## config.mk

```make
export PLATFORM = sky130hd
export DESIGN_NAME = http_request_tokenizer
export DESIGN_NICKNAME = d
export VERILOG_FILES = /design/src/rtl/core/htok_pkg.sv /design/src/rtl/core/htok_parser.sv /design/src/rtl/core/http_request_tokenizer.sv
export SDC_FILE = /design/constraint.sdc
export NUM_CORES = 1
export LEC_CHECK = 0
export BUFFER_PORTS_ARGS = -buffer_cell sky130_fd_sc_hd__buf_2
export CORE_UTILIZATION = 45
export DETAILED_ROUTE_END_ITERATION = 8
export PLACE_DENSITY = 0.71
export SYNTH_ARGS = -nofsm -noshare
export SYNTH_HDL_FRONTEND = slang
export SYNTH_SLANG_ARGS = --single-unit
```

## constraint.sdc

```tcl
create_clock -name clk -period 5.5 [get_ports clk]
set_clock_uncertainty 0.05 [all_clocks]
set_input_delay 0.825 -clock clk [delete_from_list [all_inputs] [get_ports clk]]
set_output_delay 0.825 -clock clk [all_outputs]
set_load 0.01 [all_outputs]
```

## src/rtl/core/htok_pkg.sv

```systemverilog
// ----------------------------------------------------------------------------
// htok_pkg
// Shared types, field codes and match-text lookups for the request tokenizer.
// ----------------------------------------------------------------------------
package htok_pkg;

  // field classes
  localparam logic [2:0] CLS_METHOD = 3'd0;
  localparam logic [2:0] CLS_PATH   = 3'd1;
  localparam logic [2:0] CLS_QUERY  = 3'd2;
  localparam logic [2:0] CLS_PROTO  = 3'd3;
  localparam logic [2:0] CLS_HNAME  = 3'd4;
  localparam logic [2:0] CLS_HVALUE = 3'd5;
  localparam logic [2:0] CLS_BODY   = 3'd6;
  localparam logic [2:0] CLS_SEP    = 3'd7;

  // error codes
  localparam logic [2:0] ERR_NONE   = 3'd0;
  localparam logic [2:0] ERR_METHOD = 3'd1;
  localparam logic [2:0] ERR_URL    = 3'd2;
  localparam logic [2:0] ERR_PROTO  = 3'd3;
  localparam logic [2:0] ERR_HEADER = 3'd4;
  localparam logic [2:0] ERR_COUNT  = 3'd5;

  // extension status
  localparam logic [1:0] EXT_UNKNOWN = 2'd0;
  localparam logic [1:0] EXT_DIR     = 2'd1;
  localparam logic [1:0] EXT_NONE    = 2'd2;
  localparam logic [1:0] EXT_PRESENT = 2'd3;

  // method and protocol codes
  localparam logic       METH_GET  = 1'b0;
  localparam logic       METH_POST = 1'b1;
  localparam logic [1:0] PROT_11   = 2'd0;
  localparam logic [1:0] PROT_2    = 2'd1;
  localparam logic [1:0] PROT_3    = 2'd2;

  // text lengths
  localparam logic [3:0] LEN_GET    = 4'd3;
  localparam logic [3:0] LEN_POST   = 4'd4;
  localparam logic [3:0] LEN_HTTP11 = 4'd8;
  localparam logic [3:0] LEN_HTTP2X = 4'd6;

  // special bytes
  localparam logic [7:0] CH_NUL   = 8'h00;
  localparam logic [7:0] CH_LF    = 8'h0A;
  localparam logic [7:0] CH_CR    = 8'h0D;
  localparam logic [7:0] CH_SPACE = 8'h20;
  localparam logic [7:0] CH_DOT   = 8'h2E;
  localparam logic [7:0] CH_SLASH = 8'h2F;
  localparam logic [7:0] CH_COLON = 8'h3A;
  localparam logic [7:0] CH_QMARK = 8'h3F;

  typedef struct packed {
    logic [7:0] out_byte;
    logic [2:0] field_class;
    logic       field_first;
    logic       method_code;
    logic [1:0] proto_code;
    logic [7:0] header_index;
    logic [1:0] ext_status;
    logic [7:0] ext_length;
    logic [2:0] error_code;
    logic       request_done;
  } htok_result_t;

  // character of GET (sel 0) or POST (sel 1) at a position
  function automatic logic [7:0] meth_char(input logic sel, input logic [3:0] pos);
    logic [7:0] c;
    c = CH_NUL;
    case (pos)
      4'd0:    c = sel ? 8'h50 : 8'h47;  // P / G
      4'd1:    c = sel ? 8'h4F : 8'h45;  // O / E
      4'd2:    c = sel ? 8'h53 : 8'h54;  // S / T
      4'd3:    c = sel ? 8'h54 : CH_NUL; // T
      default: c = CH_NUL;
    endcase
    return c;
  endfunction

  // character of HTTP/1.1, HTTP/2 or HTTP/3 at a position
  function automatic logic [7:0] prot_char(input logic [1:0] sel, input logic [3:0] pos);
    logic [7:0] c;
    c = CH_NUL;
    case (pos)
      4'd0:    c = 8'h48;
      4'd1:    c = 8'h54;
      4'd2:    c = 8'h54;
      4'd3:    c = 8'h50;
      4'd4:    c = CH_SLASH;
      4'd5: begin
        case (sel)
          PROT_11: c = 8'h31;
          PROT_2:  c = 8'h32;
          PROT_3:  c = 8'h33;
          default: c = CH_NUL;
        endcase
      end
      4'd6:    c = CH_DOT;
      4'd7:    c = 8'h31;
      default: c = CH_NUL;
    endcase
    return c;
  endfunction

endpackage

```

## src/rtl/core/htok_parser.sv

```systemverilog
// ----------------------------------------------------------------------------
// htok_parser
// Parse state of one request and the per-byte tagging logic; state moves on
// each step strobe.
// ----------------------------------------------------------------------------
module htok_parser import htok_pkg::*; #(
  parameter int EXT_COUNT_BITS    = 8,
  parameter int HEADER_COUNT_BITS = 8
) (
  input  logic         clk,
  input  logic         rst,
  input  logic         step,
  input  logic [7:0]   in_byte,
  input  logic         in_last,
  input  logic [7:0]   max_lines,
  output htok_result_t result
);

  localparam int EXT_W = (EXT_COUNT_BITS > 8) ? EXT_COUNT_BITS : 8;
  localparam int HDR_W = (HEADER_COUNT_BITS > 8) ? HEADER_COUNT_BITS : 8;
  localparam logic [EXT_COUNT_BITS-1:0]    EXT_MAX = {EXT_COUNT_BITS{1'b1}};
  localparam logic [HEADER_COUNT_BITS-1:0] HDR_MAX = {HEADER_COUNT_BITS{1'b1}};

  localparam logic [1:0] COL_NAME  = 2'd0;
  localparam logic [1:0] COL_SEEN  = 2'd1;
  localparam logic [1:0] COL_VALUE = 2'd2;

  localparam logic [1:0] CR_INLINE = 2'd0;
  localparam logic [1:0] CR_LINE   = 2'd1;
  localparam logic [1:0] CR_START  = 2'd2;
  localparam logic [1:0] CR_BLANK  = 2'd3;

  typedef enum logic [6:0] {
    PH_METHOD = 7'b0000001,
    PH_PATH   = 7'b0000010,
    PH_QUERY  = 7'b0000100,
    PH_PROTO  = 7'b0001000,
    PH_HEADER = 7'b0010000,
    PH_BODY   = 7'b0100000,
    PH_DONE   = 7'b1000000
  } phase_t;

  phase_t                       phase, phase_next;
  logic [3:0]                   match_pos, match_pos_next;
  logic [2:0]                   cand_mask, cand_mask_next;
  logic                         method_reg, method_reg_next;
  logic [1:0]                   proto_reg, proto_reg_next;
  logic                         dot_seen, dot_seen_next;
  logic                         last_slash, last_slash_next;
  logic [EXT_COUNT_BITS-1:0]    ext_count, ext_count_next;
  logic [HEADER_COUNT_BITS-1:0] header_count, header_count_next;
  logic [1:0]                   colon_state, colon_state_next;
  logic [1:0]                   crlf_track, crlf_track_next;
  logic [2:0]                   error_reg, error_reg_next;

  logic [3:0]                   bump_pos;
  logic                         bump_first;
  logic [HEADER_COUNT_BITS-1:0] hdr_inc;
  logic [2:0]                   cls;
  logic                         first;
  logic [2:0]                   err;
  logic [2:0]                   nm;
  logic                         hit_get, hit_post;
  logic                         hit_p11, hit_p2, hit_p3;
  logic [HDR_W-1:0]             hdr_wide;
  logic [EXT_W-1:0]             ext_wide;
  logic [1:0]                   ext_st;
  logic [7:0]                   ext_len;

  assign bump_first = (match_pos == 4'd0);
  assign bump_pos   = (match_pos == 4'hF) ? match_pos : match_pos + 4'd1;
  assign hdr_inc    = (header_count == HDR_MAX) ? header_count
                                                : header_count + 1'b1;

  assign hit_get  = cand_mask[0] && (match_pos == LEN_GET)  && (in_byte == CH_SPACE);
  assign hit_post = cand_mask[1] && (match_pos == LEN_POST) && (in_byte == CH_SPACE);
  assign hit_p11  = cand_mask[0] && (match_pos == LEN_HTTP11);
  assign hit_p2   = cand_mask[1] && (match_pos == LEN_HTTP2X);
  assign hit_p3   = cand_mask[2] && (match_pos == LEN_HTTP2X);

  always_comb begin
    phase_next        = phase;
    match_pos_next    = match_pos;
    cand_mask_next    = cand_mask;
    method_reg_next   = method_reg;
    proto_reg_next    = proto_reg;
    dot_seen_next     = dot_seen;
    last_slash_next   = last_slash;
    ext_count_next    = ext_count;
    header_count_next = header_count;
    colon_state_next  = colon_state;
    crlf_track_next   = crlf_track;
    error_reg_next    = error_reg;
    cls   = CLS_SEP;
    first = 1'b0;
    err   = ERR_NONE;
    nm    = 3'b000;

    case (phase)
      PH_METHOD: begin
        nm[0] = cand_mask[0] && (match_pos < LEN_GET)
                && (in_byte == meth_char(METH_GET, match_pos));
        nm[1] = cand_mask[1] && (match_pos < LEN_POST)
                && (in_byte == meth_char(METH_POST, match_pos));
        if (hit_get || hit_post) begin
          method_reg_next = hit_post;
          phase_next      = PH_PATH;
          match_pos_next  = 4'd0;
        end else if (nm[1:0] == 2'b00) begin
          err = ERR_METHOD;
        end else begin
          cls            = CLS_METHOD;
          cand_mask_next = {1'b0, nm[1:0]};
          first          = bump_first;
          match_pos_next = bump_pos;
        end
      end
      PH_PATH: begin
        if (in_byte == CH_SPACE) begin
          phase_next      = PH_PROTO;
          match_pos_next  = 4'd0;
          cand_mask_next  = 3'b111;
          crlf_track_next = CR_INLINE;
        end else if (in_byte == CH_QMARK) begin
          phase_next     = PH_QUERY;
          match_pos_next = 4'd0;
        end else if (in_byte == CH_NUL) begin
          err = ERR_URL;
        end else begin
          cls            = CLS_PATH;
          first          = bump_first;
          match_pos_next = bump_pos;
          if (in_byte == CH_SLASH) begin
            last_slash_next = 1'b1;
            dot_seen_next   = 1'b0;
            ext_count_next  = '0;
          end else if (in_byte == CH_DOT) begin
            last_slash_next = 1'b0;
            dot_seen_next   = 1'b1;
            ext_count_next  = '0;
          end else begin
            last_slash_next = 1'b0;
            if (ext_count != EXT_MAX) ext_count_next = ext_count + 1'b1;
          end
        end
      end
      PH_QUERY: begin
        if (in_byte == CH_SPACE) begin
          phase_next      = PH_PROTO;
          match_pos_next  = 4'd0;
          cand_mask_next  = 3'b111;
          crlf_track_next = CR_INLINE;
        end else if (in_byte == CH_NUL) begin
          err = ERR_URL;
        end else begin
          cls            = CLS_QUERY;
          first          = bump_first;
          match_pos_next = bump_pos;
        end
      end
      PH_PROTO: begin
        nm[0] = cand_mask[0] && (match_pos < LEN_HTTP11)
                && (in_byte == prot_char(PROT_11, match_pos));
        nm[1] = cand_mask[1] && (match_pos < LEN_HTTP2X)
                && (in_byte == prot_char(PROT_2, match_pos));
        nm[2] = cand_mask[2] && (match_pos < LEN_HTTP2X)
                && (in_byte == prot_char(PROT_3, match_pos));
        if (crlf_track == CR_LINE) begin
          if (in_byte == CH_LF) begin
            phase_next       = PH_HEADER;
            crlf_track_next  = CR_START;
            colon_state_next = COL_NAME;
            match_pos_next   = 4'd0;
          end else begin
            err = ERR_PROTO;
          end
        end else if ((in_byte == CH_CR) && (hit_p11 || hit_p2 || hit_p3)) begin
          proto_reg_next  = hit_p3 ? PROT_3 : (hit_p2 ? PROT_2 : PROT_11);
          crlf_track_next = CR_LINE;
        end else if (nm == 3'b000) begin
          err = ERR_PROTO;
        end else begin
          cls            = CLS_PROTO;
          cand_mask_next = nm;
          first          = bump_first;
          match_pos_next = bump_pos;
        end
      end
      PH_HEADER: begin
        if (crlf_track == CR_LINE) begin
          if (in_byte == CH_LF) begin
            header_count_next = hdr_inc;
            if (HDR_W'(hdr_inc) > HDR_W'(max_lines)) begin
              err = ERR_COUNT;
            end else begin
              crlf_track_next  = CR_START;
              colon_state_next = COL_NAME;
              match_pos_next   = 4'd0;
            end
          end else begin
            err = ERR_HEADER;
          end
        end else if (crlf_track == CR_BLANK) begin
          if (in_byte == CH_LF) begin
            phase_next     = PH_BODY;
            match_pos_next = 4'd0;
          end else begin
            err = ERR_HEADER;
          end
        end else if (colon_state == COL_SEEN) begin
          if (in_byte == CH_SPACE) begin
            colon_state_next = COL_VALUE;
            match_pos_next   = 4'd0;
          end else begin
            err = ERR_HEADER;
          end
        end else if (colon_state == COL_VALUE) begin
          if (in_byte == CH_CR) begin
            crlf_track_next = CR_LINE;
          end else if (in_byte == CH_NUL) begin
            err = ERR_HEADER;
          end else begin
            cls            = CLS_HVALUE;
            first          = bump_first;
            match_pos_next = bump_pos;
          end
        end else if ((crlf_track == CR_START) && (in_byte == CH_CR)) begin
          // blank line: only legal after at least one header line
          if (header_count == '0) err = ERR_HEADER;
          else crlf_track_next = CR_BLANK;
        end else if (in_byte == CH_COLON) begin
          colon_state_next = COL_SEEN;
          crlf_track_next  = CR_INLINE;
        end else if ((in_byte == CH_NUL) || (in_byte == CH_CR) || (in_byte == CH_LF)) begin
          err = ERR_HEADER;
        end else begin
          cls             = CLS_HNAME;
          crlf_track_next = CR_INLINE;
          first           = bump_first;
          match_pos_next  = bump_pos;
        end
      end
      PH_BODY: begin
        cls            = CLS_BODY;
        first          = bump_first;
        match_pos_next = bump_pos;
      end
      default: begin
      end
    endcase

    if (err != ERR_NONE) begin
      error_reg_next = err;
      phase_next     = PH_DONE;
      cls            = CLS_SEP;
      first          = 1'b0;
    end

    // request cut short before the body
    if (in_last && (phase_next != PH_BODY) && (phase_next != PH_DONE)) begin
      case (phase_next)
        PH_METHOD:          error_reg_next = ERR_METHOD;
        PH_PATH, PH_QUERY:  error_reg_next = ERR_URL;
        PH_PROTO:           error_reg_next = ERR_PROTO;
        default:            error_reg_next = ERR_HEADER;
      endcase
      phase_next = PH_DONE;
    end
  end

  // extension report, from the state after this byte
  always_comb begin
    ext_wide = EXT_W'(ext_count_next);
    ext_st   = EXT_UNKNOWN;
    ext_len  = 8'd0;
    if ((phase_next == PH_QUERY) || (phase_next == PH_PROTO) || (phase_next == PH_HEADER)
        || (phase_next == PH_BODY)
        || ((phase_next == PH_DONE) && (error_reg_next >= ERR_PROTO))) begin
      if (last_slash_next) begin
        ext_st = EXT_DIR;
      end else if (dot_seen_next) begin
        ext_st  = EXT_PRESENT;
        ext_len = (ext_wide > EXT_W'(8'hFF)) ? 8'hFF : ext_wide[7:0];
      end else begin
        ext_st = EXT_NONE;
      end
    end
  end

  assign hdr_wide = HDR_W'(header_count);

  always_comb begin
    result.out_byte     = in_byte;
    result.field_class  = cls;
    result.field_first  = first;
    result.method_code  = method_reg_next;
    result.proto_code   = proto_reg_next;
    result.header_index = (hdr_wide > HDR_W'(8'hFF)) ? 8'hFF : hdr_wide[7:0];
    result.ext_status   = ext_st;
    result.ext_length   = ext_len;
    result.error_code   = error_reg_next;
    result.request_done = (phase_next == PH_DONE) || in_last;
  end

  always_ff @(posedge clk) begin
    if (rst || (step && in_last)) begin
      phase        <= PH_METHOD;
      match_pos    <= 4'd0;
      cand_mask    <= 3'b111;
      method_reg   <= 1'b0;
      proto_reg    <= 2'd0;
      dot_seen     <= 1'b0;
      last_slash   <= 1'b0;
      ext_count    <= '0;
      header_count <= '0;
      colon_state  <= COL_NAME;
      crlf_track   <= CR_INLINE;
      error_reg    <= ERR_NONE;
    end else if (step) begin
      phase        <= phase_next;
      match_pos    <= match_pos_next;
      cand_mask    <= cand_mask_next;
      method_reg   <= method_reg_next;
      proto_reg    <= proto_reg_next;
      dot_seen     <= dot_seen_next;
      last_slash   <= last_slash_next;
      ext_count    <= ext_count_next;
      header_count <= header_count_next;
      colon_state  <= colon_state_next;
      crlf_track   <= crlf_track_next;
      error_reg    <= error_reg_next;
    end
  end

endmodule

```

## src/rtl/core/http_request_tokenizer.sv

```systemverilog
// ----------------------------------------------------------------------------
// http_request_tokenizer
// Tags each byte of an HTTP/1 request with its field and reports method,
// protocol, header index, path extension and errors.
// ----------------------------------------------------------------------------
//  channel   dir  width  contents
//  s_axis    in   8      request byte, tlast marks the final byte
//  m_axis    out  32     tagged byte and status, tuser class/first, tlast done
//  cfg       in   8      max_header_lines
//
//  one byte per clock unless m_axis stalls; m_axis_tvalid rises after the input
//  transfer (input register, then result register after one pass of the parser)
//  the input stays ready while a result waits, until both registers are full
//  rst is synchronous; it clears the parse state and sets max_header_lines
//  to 64; the parse state also restarts after every final byte
// ----------------------------------------------------------------------------
module http_request_tokenizer import htok_pkg::*; #(
  parameter int EXT_COUNT_BITS    = 8,
  parameter int HEADER_COUNT_BITS = 8
) (
  input  logic        clk,
  input  logic        rst,
  input  logic        s_axis_tvalid,
  output logic        s_axis_tready,
  input  logic [7:0]  s_axis_tdata,   // [7:0] req_byte
  input  logic        s_axis_tlast,   // end_of_request
  output logic        m_axis_tvalid,
  input  logic        m_axis_tready,
  output logic [31:0] m_axis_tdata,   // [7:0] out_byte, [8] method_code,
                                      // [10:9] proto_code, [18:11] header_index,
                                      // [20:19] ext_status, [28:21] ext_length,
                                      // [31:29] error_code
  output logic [3:0]  m_axis_tuser,   // [2:0] field_class, [3] field_first
  output logic        m_axis_tlast,   // request_done
  input  logic        cfg_valid,
  output logic        cfg_ready,
  input  logic [7:0]  cfg_data
);

  logic         in_valid;
  logic [7:0]   in_byte;
  logic         in_last;
  logic         out_valid;
  htok_result_t out_reg;
  htok_result_t result;
  logic         advance;
  logic [7:0]   max_lines;

  assign advance       = in_valid && (!out_valid || m_axis_tready);
  assign s_axis_tready = !in_valid || advance;
  assign cfg_ready     = 1'b1;

  always_ff @(posedge clk) begin
    if (rst) begin
      max_lines <= 8'd64;
    end else if (cfg_valid && cfg_ready) begin
      max_lines <= cfg_data;
    end
  end

  always_ff @(posedge clk) begin
    if (rst) begin
      in_valid <= 1'b0;
    end else if (s_axis_tready) begin
      in_valid <= s_axis_tvalid;
    end
  end

  always_ff @(posedge clk) begin
    if (s_axis_tready && s_axis_tvalid) begin
      in_byte <= s_axis_tdata;
      in_last <= s_axis_tlast;
    end
  end

  htok_parser #(
    .EXT_COUNT_BITS    (EXT_COUNT_BITS),
    .HEADER_COUNT_BITS (HEADER_COUNT_BITS)
  ) u_parser (
    .clk       (clk),
    .rst       (rst),
    .step      (advance),
    .in_byte   (in_byte),
    .in_last   (in_last),
    .max_lines (max_lines),
    .result    (result)
  );

  always_ff @(posedge clk) begin
    if (rst) begin
      out_valid <= 1'b0;
    end else if (advance) begin
      out_valid <= 1'b1;
    end else if (m_axis_tready) begin
      out_valid <= 1'b0;
    end
  end

  always_ff @(posedge clk) begin
    if (advance) begin
      out_reg <= result;
    end
  end

  assign m_axis_tvalid = out_valid;
  assign m_axis_tdata  = {out_reg.error_code, out_reg.ext_length, out_reg.ext_status,
                          out_reg.header_index, out_reg.proto_code, out_reg.method_code,
                          out_reg.out_byte};
  assign m_axis_tuser  = {out_reg.field_first, out_reg.field_class};
  assign m_axis_tlast  = out_reg.request_done;

`ifndef SYNTHESIS
  // any error ends the request
  a_err_done: assert property (@(posedge clk) disable iff (rst)
    out_valid && (out_reg.error_code != ERR_NONE) |-> out_reg.request_done)
    else $error("error reported without request_done");

  // the first-byte flag never sits on a separator
  a_first_cls: assert property (@(posedge clk) disable iff (rst)
    out_valid && out_reg.field_first |-> (out_reg.field_class != CLS_SEP))
    else $error("field_first on separator byte");

  // extension length only with an extension present
  a_ext_len: assert property (@(posedge clk) disable iff (rst)
    out_valid && (out_reg.ext_status != EXT_PRESENT) |-> (out_reg.ext_length == 8'd0))
    else $error("ext_length without extension");

  // header and body bytes come after the path has ended
  a_ext_known: assert property (@(posedge clk) disable iff (rst)
    out_valid && ((out_reg.field_class == CLS_HNAME) || (out_reg.field_class == CLS_BODY))
    |-> (out_reg.ext_status != EXT_UNKNOWN))
    else $error("extension unknown after path");

  // a transfer into the parser loads the result register
  a_load: assert property (@(posedge clk) disable iff (rst)
    advance |=> out_valid)
    else $error("parsed byte lost");
`endif

endmodule

```

**After elaboration in Yosys (flattened, before gate mapping)**

Cells that the tools add are included.
Widths: inputs -> output; s select.

- Flip-flop bits (word level): 98
- Word-level logic and storage cells: 354
- Output and inout bits: 40

- $add $sub $neg: 3
- Bitwise operators: 2
- Reductions and logical operators: 62
- Equal/unequal tests: 74
- Order comparisons: 8
- Muxes and demuxes: 177

Operators with widths:

| cell | number |
|---|---|
| $mux 3 | 43 |
| $mux 8 | 14 |
| $pmux 7 s7 | 2 |
| $mux 4 | 22 |
| $mux 7 | 11 |
| $mux 2 | 36 |
| $pmux 7 s6 | 1 |
| $eq 8x6->1 const B | 5 |
| $eq 8x8->1 | 5 |
| $mux 1 | 37 |
| $pmux 7 s5 | 1 |
| $pmux 7 s4 | 1 |
| $logic_and 1x1->1 | 25 |
| $ne 6x2->1 const B | 4 |
| $pmux 4 s6 | 1 |
| $reduce_and 12->1 | 2 |
| $eq 7x3->1 const B | 3 |
| $eq 7x4->1 const B | 3 |
| $pmux 7 s3 | 1 |
| $pmux 3 s3 | 2 |
| $pmux 3 s6 | 1 |
| $add 8x1->8 const B | 2 |
| $eq 4x3->1 const B | 4 |
| $eq 8x4->1 const B | 2 |
| other kinds (50) | 98 |

**Logic depth before layout (Yosys ltp)**

- Depth in word-level cells: 24
- Depth in mapped cells: 20
- Gate-level depth less buffers: 18

**Cells and area by module**

A second synthesis with hierarchy kept.

- Cells, all modules: 744
- Area total of the unflattened synthesis: 6511.2 sq um

Modules (own cells, without submodules):

| module | cells each | seq. area each (sq um) | instances | area each (sq um) |
|---|---|---|---|---|
| htok_parser | 660 | 840.8 | 1 | 4744.6 |
| http_request_tokenizer | 84 | 1581.5 | 1 | 1766.7 |

**Worst setup path before layout**

Ideal clock, no wire load.

- Kind: register to register
- Start point: register u_parser.header_count[0], in the netlist u_parser.hdr_wide[0]
- End point: register out_reg, in the netlist m_axis_tdata[20], data pin
- Arrival time: 3863 ps
- Setup time: 264 ps
- Required time: 5186 ps
- Cell stages (with the launch flop): 20
- Buffers on the path: 2
- Slack: 1323 ps
- Cells stage by stage: dfxtp_1 > ha_1 > nand2_1 > nor2_1 > and3_1 > clkbuf_1 > nor2_1 > nand3_1 > xnor2_1 > ha_1 > nand4_1 > o21ai_0 > nand3_1 > a32o_1 > or4_1 > buf_2 > nor4_4 > o211ai_2 > a31oi_4 > nor2_1

RTL lines:

| item | line | RTL |
|---|---|---|
| start: declaration | htok_parser.sv:51 | `logic [HEADER_COUNT_BITS-1:0] header_count, header_count_next;` |
| start signal: assignment | htok_parser.sv:328 | `header_count <= header_count_next;` |
| $add 8x1->8 / $eq 8x8->1 (equally long branches) | htok_parser.sv:73, htok_parser.sv:72 |  |
| $mux 8 * | htok_parser.sv:72 | `assign hdr_inc = (header_count == HDR_MAX) ? header_count` |
| net u_parser.hdr_inc[5] | htok_parser.sv:58 | `logic [HEADER_COUNT_BITS-1:0] hdr_inc;` |
| $gt 8x8->1 * | htok_parser.sv:193 | `if (HDR_W'(hdr_inc) > HDR_W'(max_lines)) begin` |
| $mux 3 * | htok_parser.sv:193 |  |
| $mux 3 * | htok_parser.sv:191 | `if (in_byte == CH_LF) begin` |
| $mux 3 * | htok_parser.sv:190 | `if (crlf_track == CR_LINE) begin` |
| $pmux 3 s5 * | htok_parser.sv:99 | `case (phase)` |
| parallel branches: the longest is 10 deep, another holds $ge 3x2->1 | - |  |
| $logic_or 1x1->1 * | htok_parser.sv:278 | `\|\| ((phase_next == PH_DONE) && (error_reg_next >= ERR_PROTO))) begin` |
| $not 1->1 (no source line) * | - |  |
| $reduce_or 2->1 (no source line) * | - |  |
| end signal: assignment | http_request_tokenizer.sv:101 | `out_reg <= result;` |
| end: declaration | http_request_tokenizer.sv:44 | `htok_result_t out_reg;` |

Mark *: on every way through the listed nets, which the timed path passes.
A chain may end at the register's enable or synchronous reset.

**Worst setup path in the final report**

Ends and elaborated chain as after synthesis.

==> results.json <==
{
  "finalHoldViolCount": 0,
  "ys_warn_count": 0,
  "final_util_pct": 52.52,
  "grt_pass1_wl_um": 27520,
  "yosysSeqAreaShare_pct": 38.50,
  "cts.sinks": 98,
  "powerDensity_nw_per_um2": 238.3,
  "clk_latency_ns": 0.36,
  "switchingPower_mw": 0.4161,
  "timing.final.crit_share_pct": 86.02,
  "maxSlewViolCount": 0,
  "fillers": 1311,
  "htreeDepth": 3,
  "synthArstFlopShare_pct": 0,
  "rows": 42,
  "ant_nets": 0,
  "maxSlewHeadroom_pct": 30.19,
  "tightestPinTransition_ns": 1.047,
  "io_pins": 62,
  "grt_pass1_vias": 5425,
  "power.internal_mw": 1.268,
  "reg2reg_to": "m_axis_tdata[20]$_SDFFCE_PP0P_",
  "cts-root-buf": "clkbuf_16",
  "cts_resized": 0,
  "setup-tns-final_ns": 0,
  "fin_area_um2": 7066,
  "core_area_um2": 13450,
  "sequentialPowerShare_pct": 48.0,
  "syn_nets": 790,
  "p_clk_share_pct": 41.7,
  "grt_max_degree": 30,
  "yosys-mux-area-fraction_pct": 2.884,
  "timing.fmax_mhz": 211.4,
  "synth_cells": 751,
  "rsz0062_at_grt": "no",
  "clkTransAtPathRegs_ns": 0.07,
  "cp-startpoint": "u_parser.hdr_wide[0]$_SDFFE_PP0P_",
  "numPortBuffers": 60,
  "fin_nets": 831,
  "finalWeightedCongestion": 0.9348,
  "tritoncts": "done",
  "switching_share_pct": 24.71,
  "crit_path_end": "m_axis_tdata[20]$_SDFFCE_PP0P_",
  "synthXorXnorAreaFrac_pct": 2.367,
  "synth_top_family_by_area": "simple AND/OR/NAND/NOR gates",
  "ys_ff_latch": 98,
  "fp.dieW_um": 120.2,
  "hold_path_class": "reg -> reg",
  "drtIter0Drc": 556,
  "numCtsBuffers": 9,
  "syn_area_per_cell_um2": 8.377,
  "use_met2_pct": 38.65,
  "synth-edff-count": 46,
  "yosys.area_share.simple_pct": 28.08,
  "pwr-share-comb_pct": 10.2,
  "p_leak_nw": 2.593,
  "synthAdderAreaFrac_pct": 3.381,
  "crit_type": "reg -> reg",
  "cap_violations": 0,
  "hpwl_um": 12750,
  "status": "finished clean",
  "crit-reg2reg-launch": "u_parser.hdr_wide[0]$_SDFFE_PP0P_",
  "crit_arrival_ns": 4.77,
  "syn_to_final_growth_pct": 12.31,
  "worstRegToRegCells": 16,
  "top_usage_layer": "met2",
  "drt_pass1_iterations": 8,
  "use_met3_pct": 5.660,
  "required_ns": 5.54,
  "vdd_ir_drop_max_v": 0.0001563,
  "die-area_um2": 14460,
  "synthFlopType": "dfxtp_1",
  "grt_usage_pct": 24.08,
  "synth_area_um2": 6291,
  "grt-ovfl-total": 0,
  "use_met1_pct": 32.10,
  "crit_fanout": 10,
  "ys_types": 79,
  "critPathLaunchType": "flip-flop",
  "die_y_um": 120.2,
  "largest_reg_flops": 32,
  "critPathCaptureType": "flip-flop",
  "post_dp_cell_area_um2": 6739,
  "start_util_pct": 46.76,
  "ctsHoldBuffers": 0,
  "setup_viol": 0,
  "synth-compound-area-share_pct": 20.27,
  "diodes": 0,
  "drc_errors": 0,
  "drt-total-wl_um": 17110,
  "multiInputGateArea_um2": 3593,
  "ff2ff_setup_slack_ns": 0.77,
  "post_cts_buffers": 0,
  "fin_crit_ns": 4.731,
  "wl_per_cell_um": 17.58,
  "antenna_found_initial": 0,
  "ff_latch_area_um2": 2422,
  "clockBufferDepth": 2,
  "design_power_total_mw": 1.684,
  "vias": 5900,
  "drt-vias-per-instance": 6.064,
  "drive_above_1_share_pct": 13.55
}
==> worst max-delay path, cell delays in order (launching register included) <==
cell      delay (ns)
dfxtp_1         0.40
ha_1            0.22
nand2_1         0.11
nor2_1          0.22
nand3_1         0.18
o21ai_0         0.39
ha_1            0.32
nor2b_1         0.13
o211ai_1        0.15
a211o_1         0.19
nand3_1         0.10
a32o_1          0.29
or4_1           0.64
nor4_4          0.43
o211ai_2        0.17
a31oi_4         0.37
nor2_1          0.11
==> power by group through the flow <==
stage               sequential, mW  combinational (mW)  clock, mW
floorplan                    0.825               0.113          0
global placement             0.824               0.167          0
detailed placement           0.826               0.171          0
CTS                          0.809               0.172      0.712
global route                 0.812               0.189      0.738
finish                       0.809               0.172      0.702
==> routing by layer <==
metal	part of all wire (%)	wire (µm)
met1	45	7699
met2	46	7930
met3	6.7	1154
met4	1.9	323
met5	0	0
==> cells in the final DEF, fill, tap and decap left out, types with 4 or more instances in the layout <==
cell,count
edfxtp_1,46
nand4b_1,5
clkbuf_16,9
nor3b_1,5
and2_1,9
nor3_1,14
o211ai_1,7
xor2_1,4
nor2b_1,9
ha_1,17
a22o_1,4
nand2_1,86
o21ai_0,42
buf_2,60
a31oi_1,6
or3_1,15
and3_1,13
dfxtp_1,52
a211oi_1,11
nor4b_1,5
xnor2_1,13
a21oi_1,54
a32o_1,5
nand3_1,30
o41ai_1,4
mux2i_1,17
inv_1,25
nor4_1,13
buf_4,14
nand3b_1,4
nor2_1,86
nand2b_1,12
or4_1,8
o31ai_1,4
a22oi_1,4
nand4_1,6
==> worst min-delay path by stage <==
stage	start	to	cells past startpoint
after floorplan	in_byte[6]$_DFFE_PP_	m_axis_tdata[6]$_DFFE_PP_	0
after global placement	u_parser.method_reg$_SDFFE_PP0P_	u_parser.method_reg$_SDFFE_PP0P_	2
after detailed placement	u_parser.method_reg$_SDFFE_PP0P_	u_parser.method_reg$_SDFFE_PP0P_	2
after CTS	u_parser.method_reg$_SDFFE_PP0P_	u_parser.method_reg$_SDFFE_PP0P_	2
after global routing	u_parser.last_slash$_SDFFE_PP0P_	u_parser.last_slash$_SDFFE_PP0P_	2
final	u_parser.method_reg$_SDFFE_PP0P_	u_parser.method_reg$_SDFFE_PP0P_	2
==> synth_stat cells, drive strengths merged, types with 5 or more instances <==
cell type | number | area, µm²
inv | 26 | 97.59
a211oi | 11 | 82.58
nor4 | 14 | 102.6
nand2b | 12 | 75.07
a2111oi | 5 | 45.04
buf | 9 | 51.30
or3 | 15 | 93.84
dfxtp | 52 | 1041
nor2 | 86 | 322.8
and3 | 13 | 81.33
a32o | 5 | 50.05
o211ai | 8 | 65.06
o21ai | 45 | 225.2
ha | 17 | 212.7
nor4b | 7 | 73.82
nand2 | 86 | 322.8
nor3 | 15 | 80.08
clkbuf | 35 | 131.4
a21oi | 54 | 270.3
or4 | 9 | 71.32
nor3b | 5 | 37.54
a31oi | 7 | 58.81
or2 | 6 | 37.54
o41ai | 5 | 62.56
xnor2 | 13 | 113.9
nand4 | 6 | 37.54
and2 | 9 | 56.30
nand4b | 5 | 43.79
nor2b | 9 | 56.30
mux2i | 17 | 170.2
edfxtp | 46 | 1381
nand3 | 30 | 150.1
==> kinds of logic after synthesis <==
group,Yosys count
mux,18
other cells,1
compound gates,190
flops,98
xor+xnor,17
simple gates,340
fa+ha+maj,17
buf+inv,70
==> stage by stage <==
stage,worst slack (ns),cells,hold slack [ns]
floorplan,1.323,751,0.3706
global placement,0.9825,957,0.3990
detailed placement,0.8432,957,0.4175
CTS,0.8100,973,0.4295
global route,0.3213,973,0.4608
finish,0.7686,973,0.4216
==> cell type report <==
cell class	instances	area share, %
clock inverters	6	1.240
clock buffers	10	3.382
well taps	176	3.117
inverters	26	1.381
flip-flops and latches	98	34.28
repair buffers	74	5.738
multi-input cells	583	50.86
(Power assumes the default switching activity.)
